==> src/rtl/ksrt_pkg.sv <==
// Shared types and constants for the keyed stock record table.
// Holds the request and status codes and the layout of one stored slot.
// No dependencies.
package ksrt_pkg;

	localparam int KEY_W  = 40;
	localparam int RATE_W = 24;
	localparam int QTY_W  = 32;
	localparam int REQ_W  = 3;
	localparam int STAT_W = 2;

	typedef enum logic [REQ_W-1:0] {
		REQ_INSERT  = 3'd0,
		REQ_DELETE  = 3'd1,
		REQ_LOOKUP  = 3'd2,
		REQ_SET_ADD = 3'd3,
		REQ_SUB     = 3'd4
	} req_t;

	typedef enum logic [STAT_W-1:0] {
		ST_OK        = 2'd0,
		ST_NOT_FOUND = 2'd1,
		ST_FULL      = 2'd2,
		ST_EXISTS    = 2'd3
	} status_t;

	typedef struct packed {
		logic                    valid;
		logic [KEY_W-1:0]        key;
		logic [RATE_W-1:0]       rate;
		logic signed [QTY_W-1:0] qty;
	} slot_t;

endpackage

==> src/rtl/ksrt_alu.sv <==
// Compare and saturating add/subtract unit shared by the scan and update steps.
// Depends on ksrt_pkg.
module ksrt_alu
	import ksrt_pkg::*;
(
	input  logic [KEY_W-1:0]        key_a,
	input  logic [KEY_W-1:0]        key_b,
	input  logic signed [QTY_W-1:0] qty,
	input  logic signed [QTY_W-1:0] amount,
	input  logic                    sub,
	output logic                    key_eq,
	output logic signed [QTY_W-1:0] qty_new
);

	localparam logic [QTY_W-1:0] QMAX = {1'b0, {(QTY_W-1){1'b1}}};
	localparam logic [QTY_W-1:0] QMIN = {1'b1, {(QTY_W-1){1'b0}}};

	logic [QTY_W:0] a_ext;
	logic [QTY_W:0] b_ext;
	logic [QTY_W:0] sum;

	always_comb begin
		key_eq = (key_a == key_b);
		a_ext  = {qty[QTY_W-1], qty};
		b_ext  = {amount[QTY_W-1], amount};
		sum    = sub ? a_ext - b_ext : a_ext + b_ext;
		// The two top bits differ only when the result left the 32-bit range.
		if (sum[QTY_W] != sum[QTY_W-1]) begin
			qty_new = sum[QTY_W] ? QMIN : QMAX;
		end else begin
			qty_new = sum[QTY_W-1:0];
		end
	end

endmodule

==> config.mk <==
export PLATFORM = sky130hd
export DESIGN_NAME = ksrt_alu
export DESIGN_NICKNAME = d
export VERILOG_FILES = /design/src/rtl/ksrt_pkg.sv /design/src/rtl/ksrt_alu.sv
export SDC_FILE = /design/constraint.sdc
export NUM_CORES = 1
export LEC_CHECK = 0
export ABC_AREA = 1
export BUFFER_PORTS_ARGS = -buffer_cell sky130_fd_sc_hd__buf_2
export CORE_MARGIN = 3
export CORE_UTILIZATION = 45
export DETAILED_ROUTE_END_ITERATION = 7
export PLACE_DENSITY = 0.81
export RECOVER_POWER = 100
export SYNTH_ARGS = -nofsm -noshare
export SYNTH_HDL_FRONTEND = slang
export SYNTH_SLANG_ARGS = --single-unit
==> constraint.sdc <==
create_clock -name vclk -period 2.95
set_input_delay 0.295 -clock vclk [all_inputs]
set_output_delay 0.295 -clock vclk [all_outputs]
set_load 0.01 [all_outputs]
==> results of run 1 <==
[per-layer routing]
layer | routed length (um) | vias to the layer above | global-route usage [%]
li1 | - | 2960 | -
met1 | 6550 | 2759 | 37.8
met2 | 9270 | 380 | 63.2
met3 | 1400 | 105 | 1.87
met4 | 1130 | 0 | 14.8
met5 | 0 | - | 0
[worst max-delay path, cell delays in order]
cell and delay [ns]:
buf_8 0.10, nor3_4 0.20, inv_2 0.07, nor3_4 0.29
nand4_1 0.15, nand2_2 0.13, o21ai_0 0.13, xor2_1 0.16
inv_1 0.11, ha_4 0.22, a21oi_1 0.23, nand2_1 0.15
nand2_1 0.09, nand2_1 0.06, a21oi_2 0.14, buf_4 0.14
nand3_4 0.09, nand4_1 0.21, buf_6 0.17, buf_12 0.14
nand2_2 0.07, buf_6 0.12
[metrics by stage]
step | hold WS, ns | setup WS [ns]
final | 1.06 | -0.830
after global routing | 1.11 | -1.04
after CTS | 1.07 | -0.538
after detailed placement | 1.07 | -0.803
after global placement | 1.05 | -0.765
after floorplan | 0.833 | -0.0368
[logic make-up (layout without fill, tap and decap cells)]
family                     count (synthesis)  count (layout)  synth area share (%)
xor gates and xnor gates                  86              86                  20.2
and+or+nand+nor                          419             420                  46.7
adders and majority gates                 34              34                  11.6
buffers and inverters                     97             449                  10.5
other                                      0               3                     0
AOI/OAI and AO/OA                         74              74                  10.9
[worst min-delay path by stage]
stage	from	end	slack, ns	cells past startpoint
after floorplan	key_a[36]	key_eq	0.83	4
after global placement	key_a[36]	key_eq	1.05	6
after detailed placement	key_a[11]	key_eq	1.07	7
after CTS	key_a[11]	key_eq	1.07	7
after global routing	key_a[36]	key_eq	1.11	6
final	key_a[10]	key_eq	1.06	7
[layout by cell type (no fill, tap or decap), types with 23 or more instances in the layout]
| cell | n |
|---|---|
| nor2_1 | 79 |
| nand3_1 | 35 |
| nand2_2 | 49 |
| xor2_1 | 50 |
| buf_6 | 35 |
| ha_1 | 23 |
| buf_2 | 144 |
| xnor2_1 | 36 |
| a21oi_1 | 29 |
| buf_4 | 174 |
| inv_1 | 82 |
| nand2_1 | 193 |
[report_power, final]
part,total [uW],internal (uW),switching [uW]
clock,0.000136,0.000136,0
sequential,0,0,0
combinational,2550,1260,1290
[final cells by class]
class | instances | area share (%)
antenna | 3 | 0.110
inverter | 89 | 4.93
multi-input combinational | 614 | 55.7
tap | 102 | 1.87
timing repair buffer | 360 | 37.4
[what timing repair did]
| item | CTS | global route |
|---|---|---|
| cloned | 4 | 0 |
| pin swaps | 28 | 19 |
| setup endpoints to repair | 32 | 32 |
| setup buffers | 10 | 2 |
| resized for setup | 54 | 68 |
==> out/results.ini, run 1 <==
[critical_path]
path_class = in2out
cp-start-kind = primary input
arrival_ns = 3.49
cp_max_fo = 7
cp-startpoint = amount[1]
critPathCapture = qty_new[13]
crit_required_ns = 2.65
end_kind = output pin

[pwr]
leakage_uw = 0.00375
ir_worst_vdd_mv = 0.178
p_total_uw = 2550
pwr_density_cell_mw_per_mm2 = 373

[global_routing]
grt_pass1_vias = 5821
grt-ovfl-total = 0
grt_max_degree = 17
antenna_found_initial = 3
grt_use_total_pct = 33.3
grt_pass1_wl_mm = 26.2

[yosys]
yosysTopAreaCell = nand2_1
synth.most_common_cell = nand2_1
netlist_instances = 710
synth.top_cell.area_share_pct = 24.7
avgSynthCellArea_sq_um = 5.24
synth_warnings = 0
synth_common_cells = nand2_1 (245), nor2_1 (90), inv_1 (85)
synth_fp_nets = 889
yosysSeqAreaShare_pct = 0
yosys-top-cells-area = nand2_1 (25%), xor2_1 (12%), ha_1 (11%)
ys_types = 33
syn_area_sq_mm = 0.00372

[timing]
slew_viol_final = 0
finalHoldViolCount = 0
period_minus_slack_ns = 3.78
max_clock_freq_ghz = 0.265
layout_setup_ws_ns = -0.830
worstMarginPinSlew_ns = 0.620
fin_crit_sh_pct = 128
setup_viol = 32
rsz0062_at_grt = true
tns_ns = -25.60
slew-limit-headroom_pct = 58.2

[layout]
syn2layout_area_growth_pct = 83.3
stdcell_area_sq_mm = 0.00682
final_util_pct = 86.5
fillerInstances = 466
fin_nets = 1244
multi_input_area_sq_mm = 0.00380
nClkBuffers = 0
design.seq.count = 0
seq_area_sq_um = 0
final_cells = 1168
drive_above_1_share_pct = 44.4

[placed_design]
dp.cells = 1151
gp_congestion = 0.942
placedInstanceArea_sq_mm = 0.00615
place_hpwl_mm = 13.1
port_buffers = 178

[floorplanning]
die-area_sq_mm = 0.00940
num_rows = 32
die_x_um = 97.0
die-height_um = 97.0
coreArea_sq_mm = 0.00789
ios = 178
start_util_pct = 47.2

[run_status]
violations = setup timing
status = complete, but fails checks

[route]
vias = 6204
first_iter_violations = 406
viasPerCell = 5.31
drtPass1Iterations = 7
remaining_drc_errors = 0
wire_per_inst_um = 15.7
antenna_left = 0
routed_wl_mm = 18.4

[hold_path]
hp-class = in2out

[job]
drv_cap = 0

[cts]
cts_hold_buf = 0

No activity file was read; power rests on OpenSTA's default activity.
==> inputs of run 2 (changes only) <==
--- a/config.mk
+++ b/config.mk
@@ -7,6 +7,7 @@
 export LEC_CHECK = 0
 export ABC_AREA = 1
 export BUFFER_PORTS_ARGS = -buffer_cell sky130_fd_sc_hd__buf_2
+export CORE_ASPECT_RATIO = 2
 export CORE_MARGIN = 3
 export CORE_UTILIZATION = 45
 export DETAILED_ROUTE_END_ITERATION = 7
==> run 2 against run 1 <==
Effect of this change:
- the flow now stops in global routing
- synthesized cell count stayed put
- area after synthesis stayed put
==> out/results.ini, run 2 <==
[floorplanning]
die_x_um = 70.3  ; was 97.0 um
ios = 178  ; unchanged
num_rows = 46  ; was 32
die-height_um = 135  ; was 97.0 um
start_util_pct = 46.5  ; was 47.2%

[global_routing]
grt_max_degree = 17
grt_use_total_pct = 61.9
grt-ovfl-total = 20

[yosys]
yosysTopAreaCell = nand2_1  ; unchanged
avgSynthCellArea_sq_um = 5.24  ; unchanged
synth_warnings = 0  ; unchanged
synth.most_common_cell = nand2_1  ; unchanged
yosys-top-cells-area = nand2_1 (25%), xor2_1 (12%), ha_1 (11%)  ; unchanged
synth_common_cells = nand2_1 (245), nor2_1 (90), inv_1 (85)  ; unchanged
yosysSeqAreaShare_pct = 0  ; unchanged
netlist_instances = 710  ; unchanged
syn_area_sq_mm = 0.00372  ; unchanged
synth_fp_nets = 889  ; unchanged
synth.top_cell.area_share_pct = 24.7  ; unchanged
ys_types = 33  ; unchanged

[run_status]
status = did not finish  ; was complete, but fails checks
first-error = [ERROR GRT-0232] Routing congestion too high. Check the congestion heatmap in the GUI.
lastStage = global routing

[placed_design]
gp_congestion = 1.03  ; was 0.942
port_buffers = 178  ; unchanged
dp.cells = 1149  ; was 1151
place_hpwl_mm = 14.0  ; was 13.1 mm

[cts]
cts_hold_buf = 0  ; unchanged

[timing]
worst-ep-kind = top-level output
grt-worst-endpoint = qty_new[2]

==> run 2: cell counts after synthesis <==
No cell type changed its count.
==> run 2: cells by family after synthesis <==
logic type                 count (synthesis)  synth area share [%]
and+or+nand+nor                          419                  46.7
AOI/OAI and AO/OA                         74                  10.9
buffers and inverters                     97                  10.5
adders and majority gates                 34                  11.6
xor gates and xnor gates                  86                  20.2
==> run 2: stage by stage <==
| step | area [sq um] | setup WS [ns] | hold slack, ns | utilization (%) |
|---|---|---|---|---|
| 2_1_floorplan | 3890 | -0.0368 | 0.833 | - |
| 3_3_place_gp | 6170 | -0.781 | 1.05 | 77.1 |
| 3_5_place_dp | 6170 | -0.883 | 1.06 | 77.1 |
| 4_1_cts | 6940 | -0.641 | 1.06 | 86.7 |
==> run 2: what timing repair did <==
item                       CTS
pin swaps                   32
buffers inserted            14
gates resized for setup    124
setup endpoints to repair   32
cloned                       6
==> run 2: per-layer routing <==
layer	overflow	global-route usage [%]
met5	0	0
met4	11	68.3
met2	9	89.7
met1	0	57.1
met3	0	33.8
==> inputs of run 3 (changes only) <==
--- a/config.mk
+++ b/config.mk
@@ -7,11 +7,10 @@
 export LEC_CHECK = 0
 export ABC_AREA = 1
 export BUFFER_PORTS_ARGS = -buffer_cell sky130_fd_sc_hd__buf_2
-export CORE_ASPECT_RATIO = 2
 export CORE_MARGIN = 3
-export CORE_UTILIZATION = 45
+export CORE_UTILIZATION = 30
 export DETAILED_ROUTE_END_ITERATION = 7
-export PLACE_DENSITY = 0.81
+export PLACE_DENSITY_LB_ADDON = 0.15
 export RECOVER_POWER = 100
 export SYNTH_ARGS = -nofsm -noshare
 export SYNTH_HDL_FRONTEND = slang
==> constraint.sdc (replaced) <==
create_clock -name vclk -period 3.8
set_input_delay 0.38 -clock vclk [all_inputs]
set_output_delay 0.38 -clock vclk [all_outputs]
set_load 0.01 [all_outputs]
==> run 3 against run 2 <==
Effect of this change:
- the run now ends clean
==> out/results.ini, run 3 (synthesis gave the netlist of run 1 again) <==
[run_status]
status = complete, no violations  ; was did not finish

[route]
routed_wl_mm = 15.4
wire_per_inst_um = 13.2
vias = 5285
antenna_left = 0
first_iter_violations = 146
viasPerCell = 4.54
drtPass1Iterations = 4
remaining_drc_errors = 0

[timing]
max_clock_freq_ghz = 0.267
fin_crit_sh_pct = 98.4
holdWs_ns = 1.22
slew-limit-headroom_pct = 62.0
worstMarginPinSlew_ns = 0.564
slew_viol_final = 0
period_minus_slack_ns = 3.74
finalHoldViolCount = 0
rsz0062_at_grt = true
setup_viol = 0

[layout]
drive_above_1_share_pct = 43.3
final_common_cell = nand2_1
stdcell_area_sq_mm = 0.00653
fin_nets = 1177
antenna_cells = 0
final_util_pct = 54.2
seq_area_sq_um = 0
final_cell_mix = nand2_1 (186), buf_2 (160), buf_4 (104)
design.seq.count = 0
syn2layout_area_growth_pct = 75.5
nClkBuffers = 0
final_cells = 1164

[critical_path]
cp_max_fo = 7
cp_cell_sequence = buf_2 -> inv_2 -> ha_4 -> nand2_2 -> nor2_4 -> nand2_2 -> nand2_2 -> o21ai_4 -> a21oi_2 -> buf_4 -> xor2_2 -> ha_1 -> nand2_2 -> inv_1 -> a21oi_2 -> nand2_2 -> a21oi_4 -> nand2_2 -> nand2_2 -> nand4_1 -> buf_4 -> clkbuf_16 -> nand2_1 -> buf_2
cp-start-kind = primary input
arrival_ns = 3.36
cp_slowest_cell = ha_1
end_kind = output pin
path_class = in2out
crit_required_ns = 3.42
worst_path_largest_cell_delay_ns = 0.31
crit_top_cell = nand2_2

[floorplanning]
die-area_sq_mm = 0.0138
num_rows = 40  ; was 46
coreArea_sq_mm = 0.0121
die_x_um = 117  ; was 70.3 um
ios = 178  ; unchanged
die-height_um = 117  ; was 135 um
start_util_pct = 30.9  ; was 46.5%

[placed_design]
gp_congestion = 0.957  ; was 1.03
placedInstanceArea_sq_mm = 0.00548  ; was 0.00617 sq mm
place_hpwl_mm = 12.8  ; was 14.0 mm
dp.cells = 1141  ; was 1149
port_buffers = 178  ; unchanged

[pwr]
p_total_uw = 1740
ir_worst_vdd_mv = 0.0890
pwr_density_cell_mw_per_mm2 = 266
leakage_uw = 0.00347

[cts]
cts_hold_buf = 0  ; unchanged

[global_routing]
grt_pass1_wl_mm = 23.7
antenna_found_initial = 0
grt_use_total_pct = 20.4
grt_pass1_vias = 5153
grt_max_degree = 19
grt-ovfl-total = 0

[hold_path]
min_path_cells = 7
hp-class = in2out

[job]
drv_cap = 0

-- run 3: per-stage QoR --
stage / TNS [ns] / setup WS [ns]
after floorplan: 0 / 0.450
after global placement: -7.53 / -0.266
after detailed placement: -6.01 / -0.224
after CTS: 0 / 0.00121
after global routing: -3.45 / -0.146
final: 0 / 0.0605
-- run 3: layer usage --
| layer | wire length [um] | part of all wire [%] | GRT usage (%) |
|---|---|---|---|
| met1 | 6170 | 40 | 24.2 |
| met2 | 8200 | 53 | 39.8 |
| met3 | 724 | 4.7 | 2.03 |
| met4 | 320 | 2.1 | 3.08 |
| met5 | 0 | 0 | 0 |
-- run 3: cell type report --
| type | count | area (sq um) |
|---|---|---|
| multi-input cells | 616 | 4070 |
| repair buffers | 291 | 1920 |
| inverters | 89 | 337 |
| fillers | 1267 | 5530 |
| well taps | 168 | 210 |
-- run 3: where the power goes --
part | switching, uW | internal, uW
Clock | 0 | 0
Sequential | 0 | 0
Combinational | 905 | 833
Total | 905 | 833
-- run 3: worst max-delay path, delay by kind of cell --
family	cells	cell delay, ns
buffers and inverters	7	0.87
AND/OR/NAND/NOR	10	0.93
adder cells (fa/ha/maj)	2	0.44
AO/OA/AOI/OAI	4	0.58
XOR/XNOR	1	0.13
-- run 3: final timing paths --
check,slack [ns],to,start
setup / recovery,0.06,qty_new[1],amount[1]
hold / removal,1.22,key_eq,key_a[6]
-- run 3: timing repair --
item,in CTS,in global routing
buffers inserted,6,11
gates cloned,2,4
setup endpoints to repair,31,32
resized for setup,38,157
pin swaps,13,49
hold endpoints to repair,0,0
