**config.mk**
```make
export PLATFORM = sky130hd
export DESIGN_NAME = ksrt_bucket
export DESIGN_NICKNAME = d
export VERILOG_FILES = /design/src/rtl/ksrt_pkg.sv /design/src/rtl/ksrt_bucket.sv
export SDC_FILE = /design/constraint.sdc
export NUM_CORES = 1
export LEC_CHECK = 0
export BUFFER_PORTS_ARGS = -buffer_cell sky130_fd_sc_hd__buf_4
export CAP_MARGIN = 5
export CORE_UTILIZATION = 44
export CTS_CLUSTER_SIZE = 40
export DETAILED_ROUTE_END_ITERATION = 8
export GPL_ROUTABILITY_DRIVEN = 0
export HOLD_SLACK_MARGIN = 0.12
export PLACE_DENSITY = 0.74
export SYNTH_ARGS = -nofsm -noshare
export SYNTH_HDL_FRONTEND = slang
export SYNTH_SLANG_ARGS = --single-unit
```
**constraint.sdc**
```tcl
create_clock -name clk -period 1.2 [get_ports clk]
set_input_delay 0.06 -clock clk [delete_from_list [all_inputs] [get_ports clk]]
set_output_delay 0.06 -clock clk [all_outputs]
set_load 0.005 [all_outputs]
```
**src/rtl/ksrt_pkg.sv**
```systemverilog
// Shared types and constants for the keyed stock record table.
// Holds the request and status codes and the layout of one stored slot.
// No dependencies.
package ksrt_pkg;

	localparam int KEY_W  = 40;
	localparam int RATE_W = 24;
	localparam int QTY_W  = 32;
	localparam int REQ_W  = 3;
	localparam int STAT_W = 2;

	typedef enum logic [REQ_W-1:0] {
		REQ_INSERT  = 3'd0,
		REQ_DELETE  = 3'd1,
		REQ_LOOKUP  = 3'd2,
		REQ_SET_ADD = 3'd3,
		REQ_SUB     = 3'd4
	} req_t;

	typedef enum logic [STAT_W-1:0] {
		ST_OK        = 2'd0,
		ST_NOT_FOUND = 2'd1,
		ST_FULL      = 2'd2,
		ST_EXISTS    = 2'd3
	} status_t;

	typedef struct packed {
		logic                    valid;
		logic [KEY_W-1:0]        key;
		logic [RATE_W-1:0]       rate;
		logic signed [QTY_W-1:0] qty;
	} slot_t;

endpackage

```
**src/rtl/ksrt_bucket.sv**
```systemverilog
// Bucket index unit: key modulo BUCKETS, one key byte at a time by reciprocal
// multiplication and a remainder step; a power-of-two bucket count takes the low key bits.
// Depends on ksrt_pkg.
module ksrt_bucket
	import ksrt_pkg::*;
#(
	parameter int BUCKETS = 16
) (
	input  logic                       clk,
	input  logic                       arst_n,
	input  logic                       start,
	input  logic [KEY_W-1:0]           key,
	output logic                       done,
	output logic [$clog2(BUCKETS)-1:0] bucket
);

	localparam int BW     = $clog2(BUCKETS);
	localparam int XW     = BW + 8;
	localparam int MW     = 28;
	localparam int SH     = 28;
	localparam int PW     = XW + MW;
	localparam int NCHUNK = KEY_W / 8;
	localparam int CW     = $clog2(NCHUNK);
	localparam bit POW2   = (BUCKETS & (BUCKETS - 1)) == 0;
	localparam logic [XW-1:0] DIVISOR    = XW'(BUCKETS);
	localparam logic [MW-1:0] RECIP      = MW'(((1 << SH) + BUCKETS - 1) / BUCKETS);
	localparam logic [CW-1:0] LAST_CHUNK = CW'(NCHUNK - 1);

	logic [BW-1:0]    rem_q;
	logic [KEY_W-1:0] sh_q;
	logic [XW-1:0]    x_q;
	logic [7:0]       quo_q;
	logic [CW-1:0]    cnt_q;
	logic             phase_q;
	logic             busy_q;
	logic             done_q;
	logic [XW-1:0]    x_cat;
	logic [PW-1:0]    prod;
	logic [XW-1:0]    rem_full;

	// The running remainder times 256 plus the next byte stays below 2^(BW+8), so the
	// reciprocal rounded up gives the exact quotient and no correction is needed.
	always_comb begin
		x_cat    = {rem_q, sh_q[KEY_W-1 -: 8]};
		prod     = PW'(x_cat) * PW'(RECIP);
		rem_full = x_q - XW'(quo_q) * DIVISOR;
	end

	always_ff @(posedge clk or negedge arst_n) begin
		if (!arst_n) begin
			busy_q  <= 1'b0;
			done_q  <= 1'b0;
			phase_q <= 1'b0;
			cnt_q   <= '0;
		end else begin
			done_q <= start ? POW2 : (busy_q && phase_q && cnt_q == '0);
			if (start) begin
				busy_q  <= !POW2;
				phase_q <= 1'b0;
				cnt_q   <= LAST_CHUNK;
			end else if (busy_q) begin
				phase_q <= !phase_q;
				if (phase_q) begin
					if (cnt_q == '0) begin
						busy_q <= 1'b0;
					end else begin
						cnt_q <= cnt_q - CW'(1);
					end
				end
			end
		end
	end

	always_ff @(posedge clk) begin
		if (start) begin
			sh_q  <= key;
			rem_q <= POW2 ? key[BW-1:0] : '0;
		end else if (busy_q) begin
			if (!phase_q) begin
				x_q   <= x_cat;
				quo_q <= prod[SH+7:SH];
				sh_q  <= {sh_q[KEY_W-9:0], 8'h00};
			end else begin
				rem_q <= rem_full[BW-1:0];
			end
		end
	end

	assign done   = done_q;
	assign bucket = rem_q;

	a_bucket_range: assert property (@(posedge clk) disable iff (!arst_n)
		done_q |-> (XW'(rem_q) < DIVISOR))
		else $error("bucket index out of range");

endmodule

```
==> run_results.csv, run 1 <==
group,metric,value,unit
clocking,clkLatencyLatePin,320,ps
detailed_routing,wl,2697,µm
synth,ys_types,24,
cells_and_area,final_cell_mix,"37 x buf_4, 28 x edfxtp_1, 22 x dlygate4sd3_1",
setup_path,crit_path_max_fanout,2,
floorplanning,die_x,59.29,µm
clocking,cts_buffer_depth,2,
cells_and_area,diodes,0,
clocking,cts_root_buf,"clkbuf_4",
clocking,path_clk_slew,100,ps
synth,syn-cell-area,0.001444,mm²
sta,min_period,1342,ps
synth,synth-edff-count,28,
detailed_routing,vias_per_cell,4.682,
sta,fin_ws,-142.2,ps
synth,synthCells,90,
cells_and_area,final_common_cell,"buf_4",
pwr,leakagePower,0.8056,nW
floorplanning,fp.coreArea,0.003078,mm²
cells_and_area,area_growth,43.67,%
floorplanning,rows,20,
detailed_routing,routedWlPerCell,13.83,µm
sta,fin_crit_sh,111.9,%
synth,synthMuxAreaShare,15.60,%
job,maxCapViolCount,0,
floorplanning,die_h,59.29,µm
sta,max_slew_margin,76.39,%
sta,hold_violations,0,
setup_path,r2r.worst_path.cells,4,
sta,finClkSkew,13.70,ps
cells_and_area,fill_cells,220,
synth,synth-xor-area-share,0.6066,%
synth,synth_compound_area_share,3.380,%
pwr,irDropWorstVdd,0.6752,mV
sta,fmax,745.0,MHz
setup_path,endpoint_kind,"register",
detailed_routing,dr_total_vias,913,
sta,finalSetupViolations,3,
detailed_routing,drt_iter0_drc,9,
clocking,cts_tree,"built",
setup_path,r2r-end,"cnt_q[1]$_DFFE_PN0P_",
hold_path,hold_end,"cnt_q[0]$_DFFE_PN0P_",
synth,synth-seq-cells,34,
cells_and_area,layout-drive-gt1-share,50.33,%
floorplanning,ioPinCount,48,
grt,grt_util_all_layers,16.89,%
synth,yosysSeqAreaShare,68.63,%
grt,grt-ovfl-total,0,
grt,grt_max_degree,34,
grt,first_global_vias,903,
outcome,outcome,"complete, but fails checks",
hold_path,hold_depth,2,
setup_path,r2r_start,"cnt_q[0]$_DFFE_PN0P_",
setup_path,arrival,1580,ps
detailed_routing,dr.pass1.iters,4,
sta,slew_viol_final,0,
cells_and_area,nets,195,
detailed_routing,drc,0,
setup_path,worst-setup-path-type,"reg2reg",
clocking,cts_buffers,5,
cells_and_area,instances_no_fill,195,
synth,synth_fp_nets,135,
synth,post_synth.cell_area_avg,16.04,µm²
grt,grt_pass1_wl,4126,µm
place,post-dp-hpwl,1594,µm
clocking,ctsHtreeMaxLevel,2,
setup_path,cp-start-kind,"register",
pwr,p_per_area,1058,mW/mm²
synth,synth_fa_ha_area_share,1.733,%
grt,grt_antenna_before_repair,0,
outcome,violations,"negative setup slack",
synth,async_flop_share,17.65,%
place,placedCellCount,162,
sta,rsz0062_at_grt,"true",
synth,ys.flop_type,"edfxtp_1",
synth,yosysWarnings,0,
floorplanning,design.die.area,0.003515,mm²
detailed_routing,ant_nets,0,
sta,fin_hold_ws,161.0,ps
hold_path,hold_start,"start",
setup_path,r2r_slack,-140,ps
sta,tightest_slew,354.1,ps
hold_path,hold_class,"in2reg",
synth,synth_top_family_by_area,"multiplexers",
clocking,clkSinkCount,34,
synth,synthSimpleGateAreaFrac,5.893,%
setup_path,crit_required,1430,ps
place,port_buffers,27,
floorplanning,initial_core_util,46.91,%
## what timing repair did
item                                    in CTS  in global routing
endpoints found under the setup margin       4                  8
resized for setup                            9                  4
pin swaps                                    4                  3
setup buffers                                3                  0
hold buffers                                22                  0
endpoints found under the hold margin       30                  0
## metal layers
| metal | up-vias | global-route usage, % | part of all wire [%] |
|---|---|---|---|
| met1 | 441 | 21.11 | 44 |
| met5 | - | 0 | 0 |
| li1 | 447 | - | - |
| met3 | 4 | 4.585 | 3.4 |
| met2 | 21 | 27.61 | 52 |
| met4 | 0 | 7.143 | 1.1 |
## synthesized netlist by cell type (all sizes together) (2+ instances only)
cell,instances,share of area [%]
edfxtp,28,58
buf,7,3.1
nor2,3,0.78
dfrtp,6,10
nand2b,2,0.87
mux2,20,16
and2,4,1.7
ha,2,1.7
a21oi,2,0.69
inv,3,0.78
## metrics by stage
stage	TNS (ps)	worst slack, ps	total power [mW]	util [%]	cell area [µm²]
2_1_floorplan	-95.41	-95.41	1.488	-	1458
3_3_place_gp	-94.13	-91.33	1.564	56.34	1734
3_5_place_dp	-339.3	-144.0	1.573	56.34	1734
4_1_cts	-361.3	-137.2	2.218	67.03	2063
5_1_grt	-442.3	-169.8	2.287	67.40	2074
6_report	-297.2	-142.2	2.195	67.40	2074
## state kept, by name (all words and copies together) (netlist names)
register  flops
bucket        4
busy_q        1
x_q           4
phase_q       1
cnt_q         3
sh_q         20
done          1
## logic make-up (layout without fill, tap and decap cells)
logic type                 Yosys count  count (layout)
xor gates and xnor gates             1               1
muxes                               20              20
adders and majority gates            2               2
AOI/OAI and AO/OA                    7               7
DFF                                 34              34
and+or+nand+nor                     15              15
buffers and inverters               11              72
## how the worst max path moves through the flow
stage / from / cells past startpoint / endpoint
after global routing: cnt_q[0]$_DFFE_PN0P_ / 4 / cnt_q[1]$_DFFE_PN0P_
after floorplan: cnt_q[0]$_DFFE_PN0P_ / 4 / cnt_q[1]$_DFFE_PN0P_
after global placement: cnt_q[0]$_DFFE_PN0P_ / 4 / cnt_q[1]$_DFFE_PN0P_
after CTS: cnt_q[0]$_DFFE_PN0P_ / 4 / cnt_q[1]$_DFFE_PN0P_
after detailed placement: cnt_q[0]$_DFFE_PN0P_ / 4 / cnt_q[1]$_DFFE_PN0P_
final: cnt_q[0]$_DFFE_PN0P_ / 4 / cnt_q[1]$_DFFE_PN0P_
## report_power, final
part / switching [mW] / internal, mW
Combinational: 0.0787 / 0.158
Sequential: 0.0164 / 1.35
Clock: 0.358 / 0.234
## layout make-up
cell class                 count  area, µm²  area share, %
sequential                    34      993.5          47.89
tap                           44      55.05          2.654
multi-input combinational     45      445.4          21.47
timing repair buffer          61      520.5          25.09
inverter                       3      11.26         0.5428
clock buffer                   8      48.80          2.352
## critical path: stages (launching register included)
cell	delay [ps]
dfrtp_1	410
inv_2	80
ha_4	190
or4_1	500
o31ai_1	80
Power figures use the tool's default switching activity.
==> inputs of run 2 (changes only) <==
CORE_MARGIN = 2   (was not set)
==> run_results.csv, run 2 (synthesis results as in run 1) <==
group,metric,value,unit
outcome,outcome,"complete, but fails checks",
outcome,violations,"negative setup slack",
setup_path,worst-setup-path-type,"reg2reg",
pwr,total_power,2.400,mW
floorplanning,die_x,61.29,µm
grt,grt_max_degree,34,
sta,hold_violations,0,
grt,grt_util_all_layers,15.93,%
setup_path,startpoint,"cnt_q[0]$_DFFE_PN0P_",
floorplanning,ioPinCount,48,
place,post-dp-hpwl,1566,µm
cells_and_area,area_growth,45.15,%
clocking,ctsHtreeMaxLevel,2,
clocking,cts_tree,"built",
sta,fin_ws,-105.0,ps
setup_path,r2r_start,"cnt_q[0]$_DFFE_PN0P_",
clocking,path_clk_slew,100,ps
clocking,cts_buffer_depth,2,
cells_and_area,register_area,991.0,µm²
floorplanning,design.die.area,0.003756,mm²
clocking,cts_root_buf,"clkbuf_4",
sta,fin_tns_setup,-138.8,ps
floorplanning,rows,20,
sta,finalSetupViolations,2,
sta,max_slew_margin,75.61,%
cells_and_area,multiInputGateArea,450.4,µm²
cells_and_area,final_common_cell,"buf_4",
setup_path,crit_path_max_fanout,2,
sta,tightest_slew,365.8,ps
pwr,irDropWorstVdd,0.6882,mV
floorplanning,die_h,61.29,µm
sta,finClkSkew,12.53,ps
sta,fin_hold_ws,133.4,ps
sta,min_period,1305,ps
cells_and_area,nets,195,
detailed_routing,drt_iter0_drc,10,
grt,first_global_vias,916,
grt,grt_pass1_wl,4071,µm
cells_and_area,final_cell_mix,"38 x buf_4, 28 x edfxtp_1, 22 x dlygate4sd3_1",
sta,fmax,766.3,MHz
setup_path,arrival,1550,ps
detailed_routing,drc,0,
setup_path,r2r_slack,-100,ps
cells_and_area,largest_reg_flops,20,
grt,grt_antenna_before_repair,0,
setup_path,crit_end,"cnt_q[1]$_DFFE_PN0P_",
clocking,cts_buffers,5,
grt,grt-ovfl-total,0,
cells_and_area,diodes,0,
setup_path,r2r-end,"cnt_q[1]$_DFFE_PN0P_",
cells_and_area,top_register,"sh_q",
cells_and_area,fill_cells,212,
clocking,clkSinkCount,34,
setup_path,endpoint_kind,"register",
hold_path,hold_class,"in2reg",
sta,rsz0062_at_grt,"true",
detailed_routing,dr_total_vias,908,
clocking,clkLatencyLatePin,330,ps
pwr,leakagePower,0.8234,nW
floorplanning,fp.coreArea,0.003078,mm²
job,maxCapViolCount,0,
cells_and_area,layout-drive-gt1-share,51.33,%
sta,fin_crit_sh,108.7,%
detailed_routing,ant_nets,0,
detailed_routing,vias_per_cell,4.680,
sta,slew_viol_final,0,
place,port_buffers,27,
detailed_routing,routedWlPerCell,13.19,µm
detailed_routing,dr.pass1.iters,4,
setup_path,crit_required,1450,ps
detailed_routing,wl,2559,µm
pwr,p_per_area,1145,mW/mm²
setup_path,r2r.worst_path.cells,4,
floorplanning,initial_core_util,46.91,%
setup_path,cp-start-kind,"register",
==> run 2: worst min-delay path by stage <==
stage            from             endpoint  slack [ps]  cells past startpoint
2_1_floorplan  arst_n     busy_q$_DFF_PN0_        -240                      0
3_3_place_gp   arst_n     busy_q$_DFF_PN0_        -130                      1
3_5_place_dp   arst_n  phase_q$_DFFE_PN0P_        -130                      1
4_1_cts         start  phase_q$_DFFE_PN0P_         120                      2
5_1_grt         start  phase_q$_DFFE_PN0P_         160                      2
6_report        start  phase_q$_DFFE_PN0P_         130                      2
==> run 2: what timing repair did <==
item,CTS,global route
pin swaps,3,1
endpoints found under the hold margin,30,0
gates resized for setup,7,4
gates cloned,0,0
buffers inserted,1,1
hold buffers,22,0
setup endpoints to repair,4,4
==> run 2: final cells by class <==
class                   count  area share (%)
flip-flops and latches     34           47.28
clock buffers               5           1.791
repair buffers             61           24.66
clock inverters             2           1.612
well taps                  44           2.627
multi-input cells          45           21.49
inverters                   3          0.5373
==> run 2: power breakdown <==
group	switching (mW)	internal (mW)	leakage (nW)	total [mW]
clock network	0.374	0.421	0.0387	0.796
registers	0.0176	1.35	0.347	1.37
logic	0.0776	0.158	0.438	0.235
==> run 2: per-stage QoR <==
step	util [%]	cell area [µm²]	worst slack (ps)	std cells
after floorplan	-	1458	-95.41	90
after global placement	56.59	1742	-91.69	163
after detailed placement	56.59	1742	-159.3	163
after CTS	67.28	2071	-100.8	193
after global routing	68.09	2096	-134.1	194
final	68.09	2096	-105.0	194
==> run 2: per-layer routing <==
| layer | GRT usage, % | share of wire, % | vias to the layer above |
|---|---|---|---|
| li1 | - | - | 445 |
| met1 | 20.39 | 42 | 431 |
| met2 | 23.86 | 50 | 25 |
| met3 | 5.672 | 4.7 | 7 |
| met4 | 8.385 | 2.5 | 0 |
| met5 | 0 | 0 | - |
==> run 2: worst max-delay path, stage by stage, from the launching register on <==
cell and delay (ps):
dfrtp_1 410, inv_2 80, ha_4 190, or4_4 470, o31ai_2 70
